**src/rtl/mcodp_pkg.sv**
```systemverilog
// Shared types and constants of the matrix chain order block.
// Holds the item structs, the status codes and the controller command bundle.
// No dependencies.
`timescale 1ns / 1ps

package mcodp_pkg;

	// default sizing of the block
	localparam int MAX_MATRICES_DEF = 8;
	localparam int DIM_BITS_DEF     = 10;

	// fixed field widths of the channel items
	localparam int DIMENSION_W = 10;
	localparam int INDEX_W     = 4;
	localparam int COST_W      = 33;
	localparam int SPLIT_W     = 3;

	// result status codes
	typedef enum logic [1:0] {
		STAT_OK       = 2'd0,
		STAT_TOO_MANY = 2'd1,
		STAT_TOO_FEW  = 2'd2
	} status_t;

	// one dimension transfer
	typedef struct packed {
		logic [DIMENSION_W-1:0] dimension;
		logic                   last;
	} dim_item_t;

	// one result transfer
	typedef struct packed {
		logic [INDEX_W-1:0] chain_start;
		logic [INDEX_W-1:0] chain_end;
		logic [COST_W-1:0]  min_cost;
		logic [SPLIT_W-1:0] best_split;
		status_t            status;
		logic               final_res;
	} res_item_t;

	// controller to datapath commands
	typedef struct packed {
		logic    dim_we;      // store the incoming dimension
		logic    setup;       // fetch outer dimensions of the subchain
		logic    issue;       // start one split candidate
		logic    first_k;     // candidate is the first split of the subchain
		logic    last_k;      // candidate is the last split of the subchain
		logic    emit;        // load the result register
		logic    emit_chain;  // result is a subchain, not a fixed result
		logic    final_res;   // result closes the run
		status_t status;      // status of a fixed result
	} dp_cmd_t;

	// datapath to controller status
	typedef struct packed {
		logic done;      // subchain minimum resolved this cycle
		logic out_free;  // result register can take a new result
	} dp_stat_t;

endpackage

```
**src/rtl/mcodp_ctrl.sv**
```systemverilog
// Controller of the matrix chain order block: load counting, error checks
// and the subchain / split sequencing of the dynamic program.
// Depends on mcodp_pkg.
`timescale 1ns / 1ps

module mcodp_ctrl #(
	parameter int  MAX_MATRICES = mcodp_pkg::MAX_MATRICES_DEF,
	localparam int IW           = $clog2(MAX_MATRICES + 1)
) (
	input  logic                clk,
	input  logic                arst_n,
	input  logic                dim_valid,
	input  logic                last,
	output logic                dim_stall,
	output mcodp_pkg::dp_cmd_t  cmd,
	input  mcodp_pkg::dp_stat_t stat,
	output logic [IW-1:0]       i_idx,
	output logic [IW-1:0]       j_idx,
	output logic [IW-1:0]       k_idx,
	output logic [IW-1:0]       dim_waddr
);
	import mcodp_pkg::*;

	localparam int CNTW = $clog2(MAX_MATRICES + 2);

	typedef enum logic [5:0] {
		S_LOAD  = 6'b000001,
		S_FIXED = 6'b000010,
		S_SETUP = 6'b000100,
		S_ISSUE = 6'b001000,
		S_DRAIN = 6'b010000,
		S_EMIT  = 6'b100000
	} state_t;

	state_t          state_q;
	logic [CNTW-1:0] cnt_q, cnt_inc;
	logic            ovf_q, ovf_inc, room, accept;
	status_t         stat_q;
	logic [IW-1:0]   n_q, len_q, i_q, k_q, j_w;
	logic            k_last, j_last;

	// load bookkeeping
	assign accept  = dim_valid && (state_q == S_LOAD);
	assign room    = cnt_q < CNTW'(MAX_MATRICES + 1);
	assign cnt_inc = room ? cnt_q + CNTW'(1) : cnt_q;
	assign ovf_inc = ovf_q | ~room;

	// subchain end and loop limits
	assign j_w    = i_q + len_q - IW'(1);
	assign k_last = (k_q == j_w - IW'(1));
	assign j_last = (j_w == n_q);

	// commands
	always_comb begin
		cmd            = '0;
		cmd.dim_we     = accept && room;
		cmd.status     = stat_q;
		unique case (state_q)
			S_LOAD: begin
			end
			S_FIXED: begin
				cmd.emit      = stat.out_free;
				cmd.final_res = 1'b1;
			end
			S_SETUP: begin
				cmd.setup = 1'b1;
			end
			S_ISSUE: begin
				cmd.issue   = 1'b1;
				cmd.first_k = (k_q == i_q);
				cmd.last_k  = k_last;
			end
			S_DRAIN: begin
			end
			S_EMIT: begin
				cmd.emit       = stat.out_free;
				cmd.emit_chain = 1'b1;
				cmd.final_res  = (len_q == n_q);
			end
			default: begin
			end
		endcase
	end

	// sequencer
	always_ff @(posedge clk or negedge arst_n) begin
		if (!arst_n) begin
			state_q <= S_LOAD;
			cnt_q   <= '0;
			ovf_q   <= 1'b0;
			stat_q  <= STAT_OK;
			n_q     <= '0;
			len_q   <= '0;
			i_q     <= '0;
			k_q     <= '0;
		end else begin
			unique case (state_q)
				S_LOAD: begin
					if (accept) begin
						if (last) begin
							cnt_q <= '0;
							ovf_q <= 1'b0;
							if (ovf_inc) begin
								stat_q  <= STAT_TOO_MANY;
								state_q <= S_FIXED;
							end else if (cnt_inc < CNTW'(2)) begin
								stat_q  <= STAT_TOO_FEW;
								state_q <= S_FIXED;
							end else if (cnt_inc == CNTW'(2)) begin
								stat_q  <= STAT_OK;
								state_q <= S_FIXED;
							end else begin
								stat_q  <= STAT_OK;
								n_q     <= IW'(cnt_inc - CNTW'(1));
								len_q   <= IW'(2);
								i_q     <= IW'(1);
								state_q <= S_SETUP;
							end
						end else begin
							cnt_q <= cnt_inc;
							ovf_q <= ovf_inc;
						end
					end
				end
				S_FIXED: begin
					if (stat.out_free) begin
						state_q <= S_LOAD;
					end
				end
				S_SETUP: begin
					k_q     <= i_q;
					state_q <= S_ISSUE;
				end
				S_ISSUE: begin
					k_q <= k_q + IW'(1);
					if (k_last) begin
						state_q <= S_DRAIN;
					end
				end
				S_DRAIN: begin
					if (stat.done) begin
						state_q <= S_EMIT;
					end
				end
				S_EMIT: begin
					if (stat.out_free) begin
						if (j_last) begin
							if (len_q == n_q) begin
								state_q <= S_LOAD;
							end else begin
								len_q   <= len_q + IW'(1);
								i_q     <= IW'(1);
								state_q <= S_SETUP;
							end
						end else begin
							i_q     <= i_q + IW'(1);
							state_q <= S_SETUP;
						end
					end
				end
				default: begin
					state_q <= S_LOAD;
				end
			endcase
		end
	end

	assign dim_stall = (state_q != S_LOAD);
	assign i_idx     = i_q;
	assign j_idx     = j_w;
	assign k_idx     = k_q;
	assign dim_waddr = cnt_q[IW-1:0];

	// checks
	a_cnt_range: assert property (@(posedge clk) disable iff (!arst_n)
		cnt_q <= CNTW'(MAX_MATRICES + 1))
		else $error("dimension count beyond store depth");

	a_last_clears: assert property (@(posedge clk) disable iff (!arst_n)
		accept && last |=> (cnt_q == '0) && !ovf_q)
		else $error("load state not cleared after last dimension");

	a_emit_free: assert property (@(posedge clk) disable iff (!arst_n)
		cmd.emit |-> stat.out_free)
		else $error("result loaded while result register is held");

	a_done_drain: assert property (@(posedge clk) disable iff (!arst_n)
		stat.done |-> (state_q == S_DRAIN))
		else $error("subchain resolved outside drain");

endmodule

```
**config.mk**
```make
export PLATFORM = sky130hd
export DESIGN_NAME = mcodp_ctrl
export DESIGN_NICKNAME = d
export VERILOG_FILES = /design/src/rtl/mcodp_pkg.sv /design/src/rtl/mcodp_ctrl.sv
export SDC_FILE = /design/constraint.sdc
export NUM_CORES = 1
export LEC_CHECK = 0
export ABC_AREA = 1
export ABC_CLOCK_PERIOD_IN_PS = 2800
export BUFFER_PORTS_ARGS = -buffer_cell sky130_fd_sc_hd__buf_2
export CAP_MARGIN = 40
export CORE_MARGIN = 2
export CORE_UTILIZATION = 30
export CTS_CLUSTER_SIZE = 28
export DETAILED_ROUTE_END_ITERATION = 6
export HOLD_SLACK_MARGIN = 0.1
export PLACE_DENSITY = 0.56
export SYNTH_ARGS = -nofsm -noshare
export SYNTH_HDL_FRONTEND = slang
export SYNTH_SLANG_ARGS = --single-unit
```
**constraint.sdc**
```tcl
create_clock -name clk -period 2.8 [get_ports clk]
set_input_delay 0.7 -clock clk [delete_from_list [all_inputs] [get_ports clk]]
set_output_delay 0.7 -clock clk [all_outputs]
set_load 0.005 [all_outputs]
```
# Word level (Yosys, flattened, before mapping)
# Index checks and enable logic that the tools add are counted.
[word_totals]
wordCells = 99
reg_bits = 29
in_bits = 6
[op_classes]
muxes = 41
eq_ne = 24
bitwise = 5
addsub = 8
magnitude_cmp = 2
reduce_logical = 11
[ops]
columns = ["operator", "n"]
rows = [
  ["$mux 4", 18],
  ["$mux 6", 7],
  ["$pmux 6 s6", 1],
  ["$pmux 4 s2", 3],
  ["$ne 2x2->1 const B", 11],
  ["$add 4x1->4 const B", 4],
  ["$eq 4x4->1", 4],
  ["$mux 3", 5],
  ["$reduce_and 6->1", 2],
  ["$sub 4x1->4 const B", 3],
  ["$reduce_and 9->1", 1],
  ["$reduce_and 8->1", 1],
  ["$eq 6x1->1 const B", 1],
  ["$eq 6x2->1 const B", 1],
  ["$eq 6x3->1 const B", 1],
  ["$eq 6x4->1 const B", 1],
  ["$eq 6x5->1 const B", 1],
  ["$eq 6x6->1 const B", 1],
  ["$ne 6x1->1 const B", 1],
  ["$add 4x4->4", 1],
  ["$eq 4x2->1 const B", 1],
  ["$lt 4x2->1 const B", 1],
  ["$lt 4x4->1 const B", 1],
  ["$mux 1", 4],
  ["10 further kinds", 16],
]

# Depth between registers and ports, before layout
# Gate-level depths: netlist (run 1).
[depth]
depth_word = 9
mapped_depth = 17
depth_no_buf = 17

# Worst setup path after synthesis (run 1)
# Ideal clock, no wire load.
[synth_timing]
path_type = "reg2out"
start = "register i_q[1] (netlist: i_idx[1])"
end = "output port cmd[5] (netlist bit)"
n_path_buf = 0
slack_ns = -0.116
arrival_time_ns = 2.216
path_stages_with_launch = 12
cell_sequence = "dfrtp_1 inv_1 ha_1 inv_1 ha_1 fa_1 nor2_1 nand2_1 xor2_1 xor2_1 nand2_1 nor2_1"
[synth_lines]
columns = ["element", "line", "rtl"]
rows = [
  ["from (decl)", "mcodp_ctrl.sv:39", "logic [IW-1:0] n_q, len_q, i_q, k_q, j_w;"],
  ["from (signal assigned)", "mcodp_ctrl.sv:156", "i_q <= i_q + IW'(1);"],
  ["to (decl)", "mcodp_ctrl.sv:15", "output mcodp_pkg::dp_cmd_t cmd,"],
]

==> results of run 1 <==
-- registers in the layout, indices dropped and copies added, names as in the netlist --
signal and flops:
i_idx 4, ovf_q 1, stat_q 2, k_idx 4, state_q 6, n_q 4, dim_waddr 4, len_q 4
-- cell families (layout without fill, tap and decap cells) --
logic type / after synthesis / in the layout / share of synthesized area, %
AND/OR/NAND/NOR: 156 / 156 / 37.8
buffers and inverters: 63 / 130 / 10.3
AO/OA/AOI/OAI: 33 / 33 / 8.65
flip-flops: 29 / 29 / 29.6
XOR/XNOR: 19 / 19 / 6.77
adder cells (fa/ha/maj): 13 / 13 / 6.92
-- cell type report --
cell class	instances	area [µm²]
Tap cell	105	131
Multi-Input combinational cell	221	1540
Clock inverter	2	10.0
Clock buffer	6	72.6
Sequential cell	29	728
Fill cell	877	4970
Timing Repair Buffer	62	414
Inverter	60	228
-- synth_stat cells (6+ instances only) --
cell type   n
ha_1       12
nand2_4     6
xnor2_1     8
inv_2      16
nor2_1     20
xor2_1     11
nand4_1     6
inv_1      43
nand2_1    56
nor2_2      7
o21ai_1     7
nor2_4      8
nand3_1    20
dfrtp_1    28
nand2_2    16
o21ai_0     6
-- through the flow --
step / power, mW / area (µm²) / std cells / hold WS (ps)
floorplan: 2.64 / 2490 / 313 / 404
global placement: 3.39 / 2900 / 467 / 470
detailed placement: 3.45 / 2900 / 467 / 465
CTS: 4.09 / 3100 / 483 / 474
global route: 4.46 / 3120 / 485 / 510
finish: 4.09 / 3120 / 485 / 469
-- worst max path at each step --
stage | depth (start not counted) | slack (ps) | end
floorplan | 11 | -40 | cmd[5]
global placement | 12 | -40 | cmd[5]
detailed placement | 12 | -90 | cmd[5]
CTS | 12 | -370 | cmd[5]
global route | 12 | -500 | cmd[5]
finish | 12 | -330 | cmd[5]
-- power by group through the flow --
stage	clock, mW	combinational, mW	sequential (mW)
floorplan	0	1.90	0.738
global placement	0	2.65	0.741
detailed placement	0	2.70	0.747
CTS	0.373	2.97	0.740
global route	0.388	3.31	0.764
finish	0.353	2.99	0.739
-- repair_timing --
| action | CTS | global route |
|---|---|---|
| pin swaps | 8 | 5 |
| setup buffers | 8 | 2 |
| hold buffers | 0 | 0 |
| gates resized for setup | 13 | 3 |
| hold endpoints to repair | 0 | 0 |
| endpoints found under the setup margin | 2 | 8 |
-- layer usage --
layer	GRT usage, %	vias to the layer above	routed length [µm]	part of all wire [%]
met5	0	-	0	0
met4	5.31	0	91	1.5
met3	2.47	6	216	3.5
met2	24.8	36	2850	47
met1	19.9	1018	2960	48
li1	-	1128	-	-
-- worst register-to-register path, cell delays in order, from the launching register on --
cell and delay, ps:
dfrtp_2 370, inv_2 50, ha_4 250, inv_2 40
ha_4 150, fa_2 550, nor2_2 40, nand2_1 60
xor2_1 170, xor2_1 160, nand2_1 100, buf_4 140
buf_6 100, buf_6 100, buf_6 100, buf_6 100
buf_6 110, nand2_4 70, nand2_4 80, nor3b_2 220
==> results.cfg, run 1 <==
[run_status]
status = finished, violations left
violations = negative setup slack

[die]
core-area_mm2 = 0.00809
fp.dieH_um = 94.6
die_width_um = 94.6
dieArea_mm2 = 0.00894
ios = 33
num_rows = 33
start_util_pct = 30.4

[clock_network]
clockRootBuffer = clkbuf_8
cts-htree-levels = 2
cts_made_buffers = 5
clk_latency_ps = 290
clockBufferDepth = 2
cts_tree = built
path_clk_slew_ps = 80
cts_sinks = 29

[timing]
period_share_pct = 112
tightest_slew_ps = 735
slew_headroom_pct = 51.0
slew_violations = 0
worst_clock_skew_ps = 10.8
finalHoldViolations = 0
tns_ps = -1000
setup_slack_ps = -331
clock.fmax_mhz = 319
rsz0062_at_grt = true
finalSetupViolCount = 6
post-route-min-period_ps = 3130

[layout]
drive_above_1_share_pct = 41.6
final_nets = 398
area_delta_synth_final_pct = 26.8
finalCoreUtilization_pct = 38.5
final_cell_mix = 54 x nand2_1, 40 x inv_1, 31 x buf_2
layout_commonest_cell = nand2_1
diodes = 0

[worst_setup_path]
start_kind = register
crit_family = adder cells
cp_slowest_stage_delay_ps = 550
crit_buf_inv = 3
critPathLaunch = i_idx[1]$_DFFE_PN0P_
crit_slowest_cell = fa_2
crit_fanout = 3
cp.arrival_ps = 2430
cp_cell_sequence = inv_2 > ha_4 > inv_2 > ha_4 > fa_2 > nor2_2 > nand2_1 > xor2_1 > xor2_1 > nand2_1 > nor2_1 > buf_2
reg2reg_depth = 19
crit_type = reg2out
worst-r2r-setup-slack_ps = -250
crit_path_end_kind = output port
r2r-end = state_q[2]$_DFFE_PN0P_
required_ps = 2100
r2r_start = i_idx[1]$_DFFE_PN0P_

[synthesis]
yosys_most_used_dff = dfrtp_1
synthesis.nets = 332
synth.distinct_cells = 39
synth_top_area_share_pct = 28.5
avgSynthCellArea_um2 = 7.86
ys_async_sr_fraction_pct = 100
yosysWarningCount = 0
syn_area_mm2 = 0.00246
synth-edff-count = 0
ys_seq_area_share_pct = 29.6
yosys-top-cells-area = dfrtp_1 28%, nand2_1 8.5%, inv_1 6.6%, ha_1 6.1%, nand2_2 4.1%
syn-instance-count = 313
synth_seq_cells = 29
synth_top_area_cell = dfrtp_1

[power_and_ir_drop]
switching_share_pct = 49.4
p_sw_mw = 2.02
ir_drop_mv = 0.459
power_frac_clock_pct = 8.6
power_frac_seq_pct = 18.1
p_comb_share_pct = 73.3
powerDensity_mw_per_mm2 = 1310
cellInternalPower_mw = 2.07
leakagePower_nw = 1.59

[routing]
ant_nets = 0
num_vias = 2188
wl_mm = 6.12
wire_per_inst_um = 12.6
initialDrtViolationCount = 62
drcViolationCount = 0
drt_first_pass_iters = 4
via_per_inst = 4.51

[global_route]
first_global_vias = 2177
grt_pass1_wl_mm = 10.4
grt.overflow.total = 0
grt_max_degree = 30
antenna_found_initial = 0
grt_usage_pct = 15.0

[place]
dpl.hpwl_mm = 4.77
dpl_worst_slack_ps = -85.7
port_buffers = 32
globalplace.congestion = 0.825

[hold_path]
hp-class = in2async

[run]
cap_violations = 0
Power figures use the tool's default switching activity.
==> run 2, diff against run 1 <==
--- a/config.mk
+++ b/config.mk
@@ -9,12 +9,14 @@
 export ABC_CLOCK_PERIOD_IN_PS = 2800
 export BUFFER_PORTS_ARGS = -buffer_cell sky130_fd_sc_hd__buf_2
 export CAP_MARGIN = 40
+export CELL_PAD_IN_SITES_DETAIL_PLACEMENT = 0
+export CELL_PAD_IN_SITES_GLOBAL_PLACEMENT = 1
 export CORE_MARGIN = 2
 export CORE_UTILIZATION = 30
 export CTS_CLUSTER_SIZE = 28
 export DETAILED_ROUTE_END_ITERATION = 6
 export HOLD_SLACK_MARGIN = 0.1
-export PLACE_DENSITY = 0.56
+export PLACE_DENSITY = 0.69
 export SYNTH_ARGS = -nofsm -noshare
 export SYNTH_HDL_FRONTEND = slang
 export SYNTH_SLANG_ARGS = --single-unit
==> run 2 against run 1 <==
The flow still finishes with violations (negative setup slack). Combinational power decreased by 6.7%. Sequential power decreased by 1%. Non-clock buffer count decreased by 4. Cell count decreased by 0.82%. Global-route usage decreased by 0.39 points. Critical path depth unchanged. Clock skew decreased by 1.3 ps. Die area unchanged. Critical endpoint unchanged.
==> results.cfg, run 2 (same netlist as run 1, synthesis figures left out) <==
[layout]
area_delta_synth_final_pct = 24.6
multiInputGateArea_mm2 = 0.00153
fin_area_mm2 = 0.00307
regMostFlops = state_q
nFillCells = 906
final_cell_mix = 56 x nand2_1, 40 x inv_1, 31 x buf_2
largest_register_ffs = 6
final_nets = 394
regArea_um2 = 728
drive_above_1_share_pct = 39.9
diodes = 0
final_cells = 481
layout_commonest_cell = nand2_1

[global_route]
grt.overflow.total = 0
grt_pass1_wl_mm = 10.2
grt_max_degree = 30
antenna_found_initial = 0
grt_usage_pct = 14.6
first_global_vias = 2122

[worst_setup_path]
crit_fanout = 3
worst-r2r-setup-slack_ps = 130
start_kind = register
crit_path_end = cmd[5]
crit_type = reg2out
required_ps = 2100
crit_path_end_kind = output port
cp.arrival_ps = 2470
r2r-end = len_q[0]$_DFFE_PN0P_
reg2reg_depth = 19
r2r_start = len_q[1]$_DFFE_PN0P_
critPathLaunch = len_q[1]$_DFFE_PN0P_

[timing]
slew_headroom_pct = 54.1
rsz0062_at_grt = true
slew_violations = 0
post-route-min-period_ps = 3170
tightest_slew_ps = 689
setup_slack_ps = -369
fin_hold_ws_ps = 449
period_share_pct = 113
finalHoldViolations = 0
clock.fmax_mhz = 316
worst_clock_skew_ps = 9.46
tns_ps = -369
finalSetupViolCount = 1

[clock_network]
clockRootBuffer = clkbuf_8
cts_sinks = 29
cts_tree = built
clk_latency_ps = 290
clockBufferDepth = 2
cts_made_buffers = 5
path_clk_slew_ps = 70
cts-htree-levels = 2

[die]
core-area_mm2 = 0.00809
dieArea_mm2 = 0.00894
die_width_um = 94.6
ios = 33
fp.dieH_um = 94.6
num_rows = 33
start_util_pct = 30.4

[routing]
drcViolationCount = 0
via_per_inst = 4.46
initialDrtViolationCount = 61
wire_per_inst_um = 12.3
num_vias = 2147
drt_first_pass_iters = 4
ant_nets = 0
wl_mm = 5.90

[power_and_ir_drop]
powerDensity_mw_per_mm2 = 1260
ir_drop_mv = 0.465
power_frac_seq_pct = 18.9
p_sw_mw = 1.93
p_comb_share_pct = 72.3
power_mw = 3.86
switching_share_pct = 50.1
leakagePower_nw = 1.56
cellInternalPower_mw = 1.93
power_frac_clock_pct = 8.8

[place]
globalplace.congestion = 0.785
place_inst = 467
placed_area_mm2 = 0.00290
dpl.hpwl_mm = 4.80
port_buffers = 32

[run_status]
status = finished, violations left
violations = negative setup slack

[run]
cap_violations = 0

[hold_path]
hp-class = in2async
-- run 2: changes by cell type in the layout (fill, tap and decap cells not counted), moves of 2 or more --
| cell | previous run | this run |
|---|---|---|
| nand2_1 | 54 | 56 |
| o21ai_2 | 8 | 5 |
| nand2_2 | 17 | 14 |
| buf_6 | 7 | 2 |
| o21ai_1 | 4 | 7 |
-- run 2: repair_timing --
item	4_1_cts	5_1_grt
hold buffers	0	0
setup buffers	3	4
resized for setup	4	5
endpoints found under the setup margin	2	2
pin swaps	7	8
-- run 2: stage by stage --
stage                     setup WS (ps)  utilization [%]
after floorplan                   -36.2                -
after global placement            -58.5             35.9
after detailed placement           -112             35.9
after CTS                          -383             37.4
after global routing               -438             37.9
final                              -369             37.9
-- run 2: cell type report --
| class | count | area share [%] |
|---|---|---|
| Timing Repair Buffer | 58 | 11.9 |
| Tap cell | 105 | 4.29 |
| Inverter | 60 | 7.43 |
| Clock inverter | 2 | 0.327 |
| Multi-Input combinational cell | 221 | 49.9 |
| Clock buffer | 6 | 2.37 |
| Sequential cell | 29 | 23.8 |
-- run 2: worst min-delay path by stage --
stage,from,endpoint,slack [ps],cells after the start
after CTS,arst_n,ovf_q$_DFFE_PN0P_,470,1
after floorplan,arst_n,dim_waddr[0]$_DFFE_PN0P_,400,0
after detailed placement,stat_q[1]$_DFFE_PN0P_,stat_q[1]$_DFFE_PN0P_,460,2
after global placement,stat_q[1]$_DFFE_PN0P_,stat_q[1]$_DFFE_PN0P_,460,2
after global routing,arst_n,dim_waddr[1]$_DFFE_PN0P_,510,1
final,arst_n,ovf_q$_DFFE_PN0P_,450,1
-- run 2: layer usage --
| metal | vias up | wire length, µm | GRT usage, % | part of all wire, % |
|---|---|---|---|---|
| met5 | - | 0 | 0 | 0 |
| met4 | 0 | 76 | 4.59 | 1.3 |
| met3 | 6 | 228 | 2.55 | 3.9 |
| met2 | 33 | 2700 | 23.0 | 46 |
| met1 | 991 | 2890 | 20.5 | 49 |
| li1 | 1117 | - | - | - |
-- run 2: worst max-delay path, stage by stage, from the launching register on --
cell and delay, ps:
dfrtp_1 360, inv_2 60, ha_4 250, inv_2 40, ha_4 150, fa_2 540
nor2_1 50, nand2_1 60, xor2_1 180, xor2_1 160, nand2_1 110, nor2_1 100
buf_2 120
-- run 2: power groups by stage --
stage          logic (mW)  clock network, mW  registers, mW
6_report             2.79              0.340          0.730
5_1_grt              3.12              0.371          0.759
4_1_cts              2.79              0.346          0.733
3_5_place_dp         2.71                  0          0.741
3_3_place_gp         2.67                  0          0.734
2_1_floorplan        1.90                  0          0.738
